### src/sv/byte_frames_to_word36_unpacker_unit_assert.svh
// Assertion macros shared by the unpacker RTL.
// Taken in by `include; no other dependencies.
`ifndef BYTE_FRAMES_TO_WORD36_UNPACKER_UNIT_ASSERT_SVH
`define BYTE_FRAMES_TO_WORD36_UNPACKER_UNIT_ASSERT_SVH

`ifndef SYNTHESIS
// Clocked check, held off while reset is asserted.
`define BFU_ASSERT(label, clk, rstn, prop, msg) \
    label: assert property (@(posedge clk) disable iff (!(rstn)) (prop)) else $error(msg);
// Clocked check that also holds through reset.
`define BFU_ASSERT_ALWAYS(label, clk, prop, msg) \
    label: assert property (@(posedge clk) (prop)) else $error(msg);
`else
`define BFU_ASSERT(label, clk, rstn, prop, msg)
`define BFU_ASSERT_ALWAYS(label, clk, prop, msg)
`endif

`endif

### src/sv/bfu_pkg.sv
// Package for the byte-frame to 36-bit word unpacker.
// Types, constants and register indexes; no dependencies.
package bfu_pkg;

    typedef enum logic [1:0] {
        FMT_A = 2'd0,
        FMT_B = 2'd1,
        FMT_C = 2'd2,
        FMT_D = 2'd3
    } bfu_fmt_t;

    typedef enum logic [1:0] {
        REG_FRAME_FORMAT = 2'd0,
        REG_SKIP_ENABLE  = 2'd1,
        REG_WORD_LIMIT   = 2'd2
    } bfu_reg_idx_t;

    localparam int CFG_DATA_W = 16;
    localparam int WORD_W     = 36;
    localparam int BYTES_W    = 19;
    localparam int WORDS_W    = 16;
    localparam int RESID_W    = 4;

    // Frame group sizes, format C split positions and the last positions of formats A and B
    localparam logic [3:0] GRP_QUARTER = 4'd4;
    localparam logic [3:0] GRP_SIXTH   = 4'd6;
    localparam logic [3:0] GRP_PACKED  = 4'd9;
    localparam logic [3:0] C_SPLIT_POS = 4'd4;
    localparam logic [3:0] C_EVEN_POS  = 4'd5;
    localparam logic [3:0] C_LAST_POS  = 4'd8;
    localparam logic [3:0] B_LAST_POS  = 4'd5;
    localparam logic [3:0] A_LAST_POS  = 4'd3;

    localparam int FIFO_DEPTH = 4;
    localparam int FIFO_AW    = 2;

    typedef struct packed {
        bfu_fmt_t              frame_format;
        logic                  skip_enable;
        logic [WORDS_W-1:0]    word_limit;
    } bfu_cfg_t;

    typedef struct packed {
        logic [7:0] frame_byte;
        logic       dest_skip;
        logic       last_byte;
    } bfu_item_t;

    typedef struct packed {
        logic [WORD_W-1:0]  word_value;
        logic               word_valid;
        logic               store_word;
        logic               is_last;
        logic [BYTES_W-1:0] byte_count;
        logic [WORDS_W-1:0] word_tally;
        logic [RESID_W-1:0] residue;
    } bfu_result_t;

    // What one beat produces: up to two results, in order
    typedef struct packed {
        logic [1:0]  nres;
        bfu_result_t res0;
        bfu_result_t res1;
    } bfu_step_t;

endpackage

### src/sv/bfu_pack.sv
// Packing datapath: transfer state and the one-beat step into up to two words.
// Depends on bfu_pkg and the assertion macro header.
`include "byte_frames_to_word36_unpacker_unit_assert.svh"

module bfu_pack (
    input  logic               aclk,
    input  logic               aresetn,
    input  bfu_pkg::bfu_cfg_t  cfg,
    input  bfu_pkg::bfu_item_t item,
    input  logic               en,
    output bfu_pkg::bfu_step_t step
);
    import bfu_pkg::*;

    logic [WORD_W-1:0]  acc_reg,   acc_next;
    logic [3:0]         nib_reg,   nib_next;
    logic [3:0]         pos_reg,   pos_next;
    logic [WORDS_W-1:0] words_reg, words_next;
    logic [BYTES_W-1:0] bytes_reg, bytes_next;
    logic [2:0]         mod6_reg,  mod6_next;
    logic [3:0]         mod9_reg,  mod9_next;

    logic [3:0]         grp, pos0, pos2;
    logic [WORD_W-1:0]  acc0, acc1, acc2, acc3, ins_val, first_word;
    logic [3:0]         nib0, nib1;
    logic [5:0]         sh;
    logic               active, done, store, first_done, partial, first, even, is_c;
    logic               wrap;
    logic [BYTES_W-1:0] bytes1;
    logic [2:0]         mod6_1;
    logic [3:0]         mod9_1, resid;
    logic [WORDS_W-1:0] words_a, words_f, words_e;
    bfu_result_t        r_first, r_even, r_stat;

    always_comb begin
        is_c = (cfg.frame_format == FMT_C);
        case (cfg.frame_format)
            FMT_B:   grp = GRP_SIXTH;
            FMT_C:   grp = GRP_PACKED;
            default: grp = GRP_QUARTER;
        endcase

        // new group after a format change leaves the position out of range
        if (pos_reg >= grp) begin
            pos0 = '0;
            acc0 = '0;
            nib0 = '0;
        end else begin
            pos0 = pos_reg;
            acc0 = acc_reg;
            nib0 = nib_reg;
        end

        active = (words_reg < cfg.word_limit);
        store  = !(item.dest_skip & cfg.skip_enable);

        // byte count and running residues, kept in step with the 19-bit wrap
        wrap = &bytes_reg;
        if (active) begin
            bytes1 = bytes_reg + 19'd1;
            mod6_1 = (wrap || mod6_reg == 3'd5) ? 3'd0 : mod6_reg + 3'd1;
            mod9_1 = (wrap || mod9_reg == 4'd8) ? 4'd0 : mod9_reg + 4'd1;
        end else begin
            bytes1 = bytes_reg;
            mod6_1 = mod6_reg;
            mod9_1 = mod9_reg;
        end

        // field placement
        ins_val = {28'd0, item.frame_byte};
        sh      = '0;
        nib1    = nib0;
        done    = 1'b0;
        case (cfg.frame_format)
            FMT_B: begin
                ins_val = {30'd0, item.frame_byte[5:0]};
                sh      = 6'd30 - 6'(pos0) * 6'd6;
                done    = (pos0 == B_LAST_POS);
            end
            FMT_C: begin
                if (pos0 < C_SPLIT_POS) begin
                    sh = 6'd28 - 6'({pos0, 3'b000});
                end else if (pos0 == C_SPLIT_POS) begin
                    ins_val = {32'd0, item.frame_byte[7:4]};
                    nib1    = active ? item.frame_byte[3:0] : nib0;
                    done    = 1'b1;
                end else begin
                    sh   = 6'({C_LAST_POS - pos0, 3'b000});
                    done = (pos0 == C_LAST_POS);
                end
            end
            default: begin
                sh   = 6'd27 - 6'(pos0) * 6'd9;
                done = (pos0 == A_LAST_POS);
            end
        endcase

        acc1 = acc0 | (ins_val << sh);

        if (!active) begin
            acc2 = acc0;
            pos2 = pos0;
        end else if (done && is_c && pos0 == C_SPLIT_POS) begin
            acc2 = {nib1, 32'd0};
            pos2 = C_EVEN_POS;
        end else if (done) begin
            acc2 = '0;
            pos2 = '0;
        end else begin
            acc2 = acc1;
            pos2 = pos0 + 4'd1;
        end

        // words out of this beat: finished or padded word, then the even partner
        first_done = active & done;
        partial    = active & item.last_byte & (pos2 != 4'd0) &
                     (!is_c || pos2 < C_EVEN_POS);
        first      = first_done | partial;
        first_word = first_done ? acc1 : acc2;
        words_a    = words_reg + 16'd1;
        words_f    = first ? words_a : words_reg;
        acc3       = partial ? '0 : acc2;
        even       = active & item.last_byte & is_c & (pos2 != 4'd0) &
                     (words_f < cfg.word_limit);
        words_e    = words_f + 16'd1;

        case (cfg.frame_format)
            FMT_B:   resid = {1'b0, mod6_1};
            FMT_C:   resid = (mod9_1 == C_EVEN_POS) ? 4'd0 : mod9_1;
            default: resid = {2'b00, bytes1[1:0]};
        endcase

        r_first = '{word_value: first_word, word_valid: 1'b1, store_word: store,
                    is_last: item.last_byte & !even, byte_count: bytes1,
                    word_tally: words_a, residue: (item.last_byte & !even) ? resid : 4'd0};
        r_even  = '{word_value: acc3, word_valid: 1'b1, store_word: store,
                    is_last: 1'b1, byte_count: bytes1,
                    word_tally: words_e, residue: resid};
        r_stat  = '{word_value: '0, word_valid: 1'b0, store_word: 1'b0,
                    is_last: 1'b1, byte_count: bytes1,
                    word_tally: words_reg, residue: resid};

        if (first) begin
            step.res0 = r_first;
            step.res1 = r_even;
            step.nres = even ? 2'd2 : 2'd1;
        end else if (even) begin
            step.res0 = r_even;
            step.res1 = r_even;
            step.nres = 2'd1;
        end else begin
            step.res0 = r_stat;
            step.res1 = r_stat;
            step.nres = item.last_byte ? 2'd1 : 2'd0;
        end

        if (item.last_byte) begin
            acc_next   = '0;
            nib_next   = '0;
            pos_next   = '0;
            words_next = '0;
            bytes_next = '0;
            mod6_next  = '0;
            mod9_next  = '0;
        end else begin
            acc_next   = acc2;
            nib_next   = nib1;
            pos_next   = pos2;
            words_next = words_f;
            bytes_next = bytes1;
            mod6_next  = mod6_1;
            mod9_next  = mod9_1;
        end
    end

    always_ff @(posedge aclk) begin
        if (!aresetn) begin
            acc_reg   <= '0;
            nib_reg   <= '0;
            pos_reg   <= '0;
            words_reg <= '0;
            bytes_reg <= '0;
            mod6_reg  <= '0;
            mod9_reg  <= '0;
        end else if (en) begin
            acc_reg   <= acc_next;
            nib_reg   <= nib_next;
            pos_reg   <= pos_next;
            words_reg <= words_next;
            bytes_reg <= bytes_next;
            mod6_reg  <= mod6_next;
            mod9_reg  <= mod9_next;
        end
    end

    `BFU_ASSERT(a_last_clears, aclk, aresetn, (en && item.last_byte) |=> (words_reg == '0 && pos_reg == '0 && bytes_reg == '0), "transfer state not cleared after last beat")
    `BFU_ASSERT(a_pair_only_c, aclk, aresetn, (step.nres == 2'd2) |-> (cfg.frame_format == FMT_C && item.last_byte), "two words from one beat outside a format C end")
    `BFU_ASSERT(a_limit_drop, aclk, aresetn, (en && !item.last_byte && words_reg >= cfg.word_limit) |=> $stable(bytes_reg), "byte counted past word limit")

endmodule

### src/sv/bfu_out_fifo.sv
// Result queue: four entries, takes up to two results a cycle, gives one.
// Depends on bfu_pkg and the assertion macro header.
`include "byte_frames_to_word36_unpacker_unit_assert.svh"

module bfu_out_fifo (
    input  logic                  aclk,
    input  logic                  aresetn,
    input  logic [1:0]            push_n,
    input  bfu_pkg::bfu_result_t  push0,
    input  bfu_pkg::bfu_result_t  push1,
    input  logic                  pop,
    output logic                  out_valid,
    output bfu_pkg::bfu_result_t  out_data,
    output logic [bfu_pkg::FIFO_AW:0] count
);
    import bfu_pkg::*;

    bfu_result_t        mem [FIFO_DEPTH];
    logic [FIFO_AW-1:0] head_reg, head_next;
    logic [FIFO_AW-1:0] tail_reg, tail_next;
    logic [FIFO_AW:0]   count_reg, count_next;
    logic               do_pop;

    assign do_pop    = pop & (count_reg != '0);
    assign out_valid = (count_reg != '0);
    assign out_data  = mem[head_reg];
    assign count     = count_reg;

    always_comb begin
        head_next  = do_pop ? head_reg + 1'b1 : head_reg;
        tail_next  = tail_reg + FIFO_AW'(push_n);
        count_next = count_reg + (FIFO_AW + 1)'(push_n) - (FIFO_AW + 1)'(do_pop);
    end

    always_ff @(posedge aclk) begin
        if (push_n != 2'd0) begin
            mem[tail_reg] <= push0;
        end
        if (push_n == 2'd2) begin
            mem[tail_reg + 1'b1] <= push1;
        end
    end

    always_ff @(posedge aclk) begin
        if (!aresetn) begin
            head_reg  <= '0;
            tail_reg  <= '0;
            count_reg <= '0;
        end else begin
            head_reg  <= head_next;
            tail_reg  <= tail_next;
            count_reg <= count_next;
        end
    end

    `BFU_ASSERT(a_no_overflow, aclk, aresetn, ((FIFO_AW + 2)'(count_reg) + (FIFO_AW + 2)'(push_n) <= (FIFO_AW + 2)'(FIFO_DEPTH)), "result queue overflow")
    `BFU_ASSERT(a_ptr_gap, aclk, aresetn, (count_reg == (FIFO_AW + 1)'(FIFO_DEPTH)) || (FIFO_AW'(count_reg) == FIFO_AW'(tail_reg - head_reg)), "queue pointers disagree with fill")
    `BFU_ASSERT(a_pop_count, aclk, aresetn, (do_pop && push_n == 2'd0) |=> (count_reg == $past(count_reg) - 1'b1), "pop did not lower fill")

endmodule

### src/sv/byte_frames_to_word36_unpacker_unit.sv
// Top level of the byte-frame to 36-bit word unpacker.
// Depends on bfu_pkg, bfu_pack, bfu_out_fifo and the assertion macro header.
//
// Device byte frames come in one beat at a time and leave as 36-bit words with
// count and residue status. Format A/D places each byte in the low 8 bits of
// 9-bit quarter-words, format B packs the low 6 bits into sixth-words, and
// format C packs nine bytes into an odd/even word pair with byte 4 split
// across them. Bytes past word_limit are dropped uncounted. The last beat pads
// a partial word with zeros (and in format C also sends the even partner);
// if it sends no word, a status-only beat (tuser word_valid low) carries the
// counts. The last result has tlast, and a residue of bytes mod 4, 6 or 9 (C: 5 gives 0).
// A beat is packed combinationally while it sits in the input register, and its
// results are then written into a four-entry result queue, from whose head
// they are taken on m_.
// One beat is taken per cycle; a beat whose results do not fit in the free
// places of the queue waits in the input register with s_tready low. With
// m_tready held high that only happens after a run of two-word last beats.
// Configuration writes are taken at any time but must only land while idle.
`include "byte_frames_to_word36_unpacker_unit_assert.svh"

module byte_frames_to_word36_unpacker_unit (
    input  logic        aclk,
    input  logic        aresetn,
    // configuration
    input  logic        cfg_wr_en,
    input  logic [1:0]  cfg_index,
    input  logic [bfu_pkg::CFG_DATA_W-1:0] cfg_wdata,
    // byte frames in
    input  logic        s_tvalid,
    output logic        s_tready,
    input  logic [7:0]  s_tdata,   // [7:0] frame_byte
    input  logic        s_tuser,   // [0] dest_skip
    input  logic        s_tlast,   // last_byte
    // words out
    output logic        m_tvalid,
    input  logic        m_tready,
    output logic [79:0] m_tdata,   // [35:0] word_value, [54:36] byte_count,
                                   // [70:55] word count, [74:71] residue, rest 0
    output logic [1:0]  m_tuser,   // [0] word_valid, [1] store_word
    output logic        m_tlast    // is_last
);
    import bfu_pkg::*;

    bfu_cfg_t    cfg_reg;
    bfu_item_t   in_reg;
    logic        in_valid_reg, in_valid_next;
    logic        s_fire, consume, room;
    bfu_step_t   step;
    bfu_result_t head;
    logic [FIFO_AW:0] q_count;
    logic [1:0]  push_n;

    // config registers; writes to an unused index are dropped
    always_ff @(posedge aclk) begin
        if (!aresetn) begin
            cfg_reg <= '{frame_format: FMT_A, skip_enable: 1'b0, word_limit: '0};
        end else if (cfg_wr_en) begin
            case (cfg_index)
                REG_FRAME_FORMAT: cfg_reg.frame_format <= bfu_fmt_t'(cfg_wdata[1:0]);
                REG_SKIP_ENABLE:  cfg_reg.skip_enable  <= cfg_wdata[0];
                REG_WORD_LIMIT:   cfg_reg.word_limit   <= cfg_wdata[WORDS_W-1:0];
                default: ;
            endcase
        end
    end

    // the queue has room for everything the held beat will produce
    assign room    = ((FIFO_AW + 2)'(q_count) + (FIFO_AW + 2)'(step.nres))
                     <= (FIFO_AW + 2)'(FIFO_DEPTH);
    assign consume = in_valid_reg & room;
    assign s_tready = !in_valid_reg || consume;
    assign s_fire   = s_tvalid & s_tready;
    assign push_n   = consume ? step.nres : 2'd0;

    always_comb begin
        in_valid_next = in_valid_reg;
        if (s_fire) begin
            in_valid_next = 1'b1;
        end else if (consume) begin
            in_valid_next = 1'b0;
        end
    end

    always_ff @(posedge aclk) begin
        if (!aresetn) begin
            in_valid_reg <= 1'b0;
        end else begin
            in_valid_reg <= in_valid_next;
        end
    end

    always_ff @(posedge aclk) begin
        if (s_fire) begin
            in_reg <= '{frame_byte: s_tdata, dest_skip: s_tuser, last_byte: s_tlast};
        end
    end

    bfu_pack u_pack (
        .aclk    (aclk),
        .aresetn (aresetn),
        .cfg     (cfg_reg),
        .item    (in_reg),
        .en      (consume),
        .step    (step)
    );

    bfu_out_fifo u_queue (
        .aclk      (aclk),
        .aresetn   (aresetn),
        .push_n    (push_n),
        .push0     (step.res0),
        .push1     (step.res1),
        .pop       (m_tready),
        .out_valid (m_tvalid),
        .out_data  (head),
        .count     (q_count)
    );

    assign m_tdata = {5'd0, head.residue, head.word_tally, head.byte_count, head.word_value};
    assign m_tuser = {head.store_word, head.word_valid};
    assign m_tlast = head.is_last;

    `BFU_ASSERT(a_hold_beat, aclk, aresetn, (in_valid_reg && !consume) |=> (in_valid_reg && $stable(in_reg)), "held beat lost or changed before packing")
    `BFU_ASSERT(a_no_take_full, aclk, aresetn, (in_valid_reg && !consume) |-> !s_tready, "input taken while held beat is waiting")
    `BFU_ASSERT_ALWAYS(a_reset_idle, aclk, !$past(aresetn) |-> (!in_valid_reg && !m_tvalid), "block not idle after reset")

endmodule
### config.mk
export PLATFORM = sky130hd
export DESIGN_NAME = byte_frames_to_word36_unpacker_unit
export DESIGN_NICKNAME = d
export VERILOG_FILES = /design/src/sv/bfu_pkg.sv /design/src/sv/bfu_pack.sv /design/src/sv/bfu_out_fifo.sv /design/src/sv/byte_frames_to_word36_unpacker_unit.sv
export VERILOG_INCLUDE_DIRS = /design/src /design/src/sv
export SDC_FILE = /design/constraint.sdc
export NUM_CORES = 1
export LEC_CHECK = 0
export ABC_AREA = 1
export BUFFER_PORTS_ARGS = -buffer_cell sky130_fd_sc_hd__buf_4
export CAP_MARGIN = 20
export CORE_UTILIZATION = 58
export CTS_BUF_LIST = sky130_fd_sc_hd__clkbuf_4 sky130_fd_sc_hd__clkbuf_8
export DETAILED_ROUTE_END_ITERATION = 7
export PLACE_DENSITY = 0.79
export SLEW_MARGIN = 20
export SYNTH_ARGS = -nofsm -noshare
export SYNTH_HDL_FRONTEND = slang
export SYNTH_SLANG_ARGS = --single-unit
### constraint.sdc
create_clock -name aclk -period 8.95 [get_ports aclk]
set_input_delay 0.895 -clock aclk [delete_from_list [all_inputs] [get_ports aclk]]
set_output_delay 0.895 -clock aclk [all_outputs]
set_load 0.03 [all_outputs]
==> flow_summary_export.csv <==
group,metric,value,unit
power_and_ir_drop,power_density,225.5,mW/mm2
finish,largest_reg_flops,312,
finish,layout-drive-gt1-share,0.1247,
power_and_ir_drop,ir_drop,0.1362,mV
finish,fillers,3220,
synth,async_flop_share,0,
worst_setup_path,critPathCaptureType,"register",
synth,yosys.area_share.simple,0.2256,
synth,synth-seq-cells,437,
floorplanning,initial_core_util,0.5912,
synth,synth_top_family_by_area,"simple AND/OR/NAND/NOR gates",
worst_setup_path,rr_worst_depth,49,
timing,slew_viol_final,0,
placement,gp_congestion,0.9253,
synth,synth_warnings,0,
synth,synth_mux_area_frac,0.001326,
power_and_ir_drop,intPower,3.788,mW
grt,grt_overflow,0,
routing,vias,20970,
synth,ys_seq_area_frac,0.5056,
synth,synth-xor-area-share,0.01522,
grt,grt_max_degree,89,
clocking,cts_buffers,72,
timing,worst_slew_pin_slew,1.118,ns
worst_setup_path,ff2ff_setup_slack,0.62,ns
synth,synth-main-ff-cell,"edfxtp_1",
placement,dpl-instance-area,0.02475,mm2
floorplanning,core_area,0.03991,mm2
synth,syn_area,0.02360,mm2
floorplanning,die_x,203.7,um
synth,synth.area.top_cells,"edfxtp_1, nand2_1, dfxtp_1, nor2_1, o21ai_0",
worst_setup_path,worst_ep_required_time,9.40,ns
synth,synthCells,2874,
flow_run,drv_cap,0,
power_and_ir_drop,combPwrFrac,0.291,
finish,syn2layout_area_growth,11.83,%
power_and_ir_drop,pwr-share-seq,0.392,
synth,yosysTopAreaCellShare,0.4047,
worst_setup_path,critical_path_class,"register to register",
placement,port_buffers,112,
power_and_ir_drop,p_total,5.950,mW
synth,synth-edff-count,318,
power_and_ir_drop,switchingPower,2.162,mW
min_path,hold_path_class,"primary input to register",
timing,hold_slack,0.4139,ns
placement,hpwl,42610,um
worst_setup_path,path_delay_family,"simple AND/OR/NAND/NOR gates",
timing,fmax,120.0,MHz
run_status,status,"finished clean",
power_and_ir_drop,p_clk_frac,0.317,
power_and_ir_drop,switching_share,0.3634,
worst_setup_path,crit_arrival,8.78,ns
finish,final_cell_area,0.02639,mm2
synth,yosys.area.top_type,"edfxtp_1",
floorplanning,die_h,203.7,um
routing,final_antenna_net_count,0,
timing,slew_headroom,0.2541,
routing,wl_per_cell,18.89,um
synth,synth_common_cells,"nand2_1, nor2_1, edfxtp_1",
grt,antenna_found_initial,0,
synth,ys_types,60,
routing,routed_via_density,5.951,
synth,synth-adder-area-share,0.03086,
floorplanning,die_area,0.04150,mm2
routing,drtIter0Drc,2502,
clocking,cts.clk_slew.worst_paths,0.06,ns
clocking,clkLatencyLatePin,0.67,ns
clocking,clockBufferDepth,3,
worst_setup_path,max_stage_delay,0.50,ns
synth,avgSynthCellArea,8.211,um2
clocking,cts-root-buf,"clkbuf_8",
grt,grt_pass1_vias,20130,
synth,yosysMostFrequentCell,"nand2_1",
timing,hold_viol,0,
clocking,hold_buffers,0,
timing,fin_crit_sh,0.9310,
min_path,whs_path_depth,1,
routing,wirelength,66570,um
worst_setup_path,cp-start-kind,"register",
finish,final_nets,3028,
power_and_ir_drop,leakagePower,9.720,nW
clocking,cts_max_level,3,
grt,grt_pass1_wl,104500,um
clocking,ctsResizeCount,0,
timing,clock_skew,0.05545,ns
timing,period_minus_slack,8.332,ns
grt,track_usage,0.3199,
worst_setup_path,slowest_stage,"fa_1",
routing,drtPass1Iterations,8,
routing,drc_errors,0,
clocking,cts_tree,"built",
floorplanning,rows,73,
clocking,post-cts-setup-buffers,0,
synth,synth_compound_area_frac,0.1545,
worst_setup_path,worst-path-buf-inv,14,
worst_setup_path,crit_fanout,25,
floorplanning,io_pins,118,
clocking,cts.sinks,437,
worst_setup_path,crit_cells,49,
timing,setup_violations,0,
==> stage by stage <==
step / utilization / std cells / TNS, ns / worst slack (ns)
6_report: 0.6612 / 3524 / 0 / 0.6177
5_1_grt: 0.6611 / 3523 / -0.006061 / -0.005326
4_1_cts: 0.6591 / 3523 / 0 / 0.2152
3_5_place_dp: 0.6200 / 3389 / 0 / 0.2507
3_3_place_gp: 0.6200 / 3389 / 0 / 0.6383
2_1_floorplan: - / 2878 / 0 / 0.1549
==> cell usage in the layout (no fill, tap or decap), types with 6 or more instances in the layout <==
cell type / n
nand2_1: 635
nor2_1: 454
edfxtp_1: 318
o21ai_0: 282
inv_1: 203
a21oi_1: 166
buf_4: 143
nand3_1: 120
dfxtp_1: 117
o22ai_1: 105
clkbuf_8: 87
ha_1: 54
xor2_1: 27
clkbuf_4: 26
nor3_1: 21
or2_2: 15
xnor2_1: 14
inv_2: 12
o211ai_1: 11
nor2_2: 11
o21ai_2: 11
o21ai_1: 10
nand4_1: 9
nand2_2: 9
clkinv_1: 9
a22oi_1: 8
o21a_1: 7
o32ai_1: 7
o221ai_1: 6
clkinvlp_4: 6
clkinv_2: 6
==> worst reg2reg max path: cells and delay by family (launching register included) <==
kind,cells,cell delay (ns)
simple gates,27,3.55
buf+inv,14,2.09
flops,1,0.33
compound gates,2,0.41
fa+ha+maj,6,1.76
==> logic make-up (layout without fill, tap and decap cells) <==
group                      after synthesis  in the layout
other                                    1              6
xor gates and xnor gates                41             41
muxes                                    3              3
adders and majority gates               57             57
and+or+nand+nor                       1300           1300
AOI/OAI and AO/OA                      646            646
buffers and inverters                  389            509
DFF                                    437            437
==> per-layer routing <==
metal	share of wire	track usage	wire, um	vias up
met4	0.031	0.1292	2052	0
met3	0.11	0.05896	7113	168
met1	0.40	0.4245	26710	9766
li1	-	-	-	9849
met2	0.46	0.5174	30690	1187
met5	0	0	0	-
==> power groups by stage <==
stage	sequential, mW	clock (mW)	combinational [mW]
after floorplan	2.34	0	1.14
after global placement	2.37	0	1.65
after detailed placement	2.37	0	1.69
after CTS	2.33	1.90	1.69
after global routing	2.34	1.99	1.84
final	2.33	1.89	1.73
==> cell type report <==
class	instances	area, um2	share of cell area
clock inverter	21	167.7	0.006353
clock buffer	113	1393	0.05277
antenna	1	2.502	0.00009482
tap	525	656.9	0.02489
sequential	437	11940	0.4523
multi-input combinational	2052	10150	0.3846
timing repair buffer	154	1240	0.04698
inverter	221	843.3	0.03196
==> path summary, 6_finish.rpt <==
path | startpoint | end
min reg2reg | u_queue.mem[1][39] | u_queue.mem[1][39]
max | cfg_reg[18] | u_queue.mem[0][71]
min | s_tdata[5] | in_reg[7]
max reg2reg | cfg_reg[18] | u_queue.mem[0][71]
(Power assumes the default switching activity.)
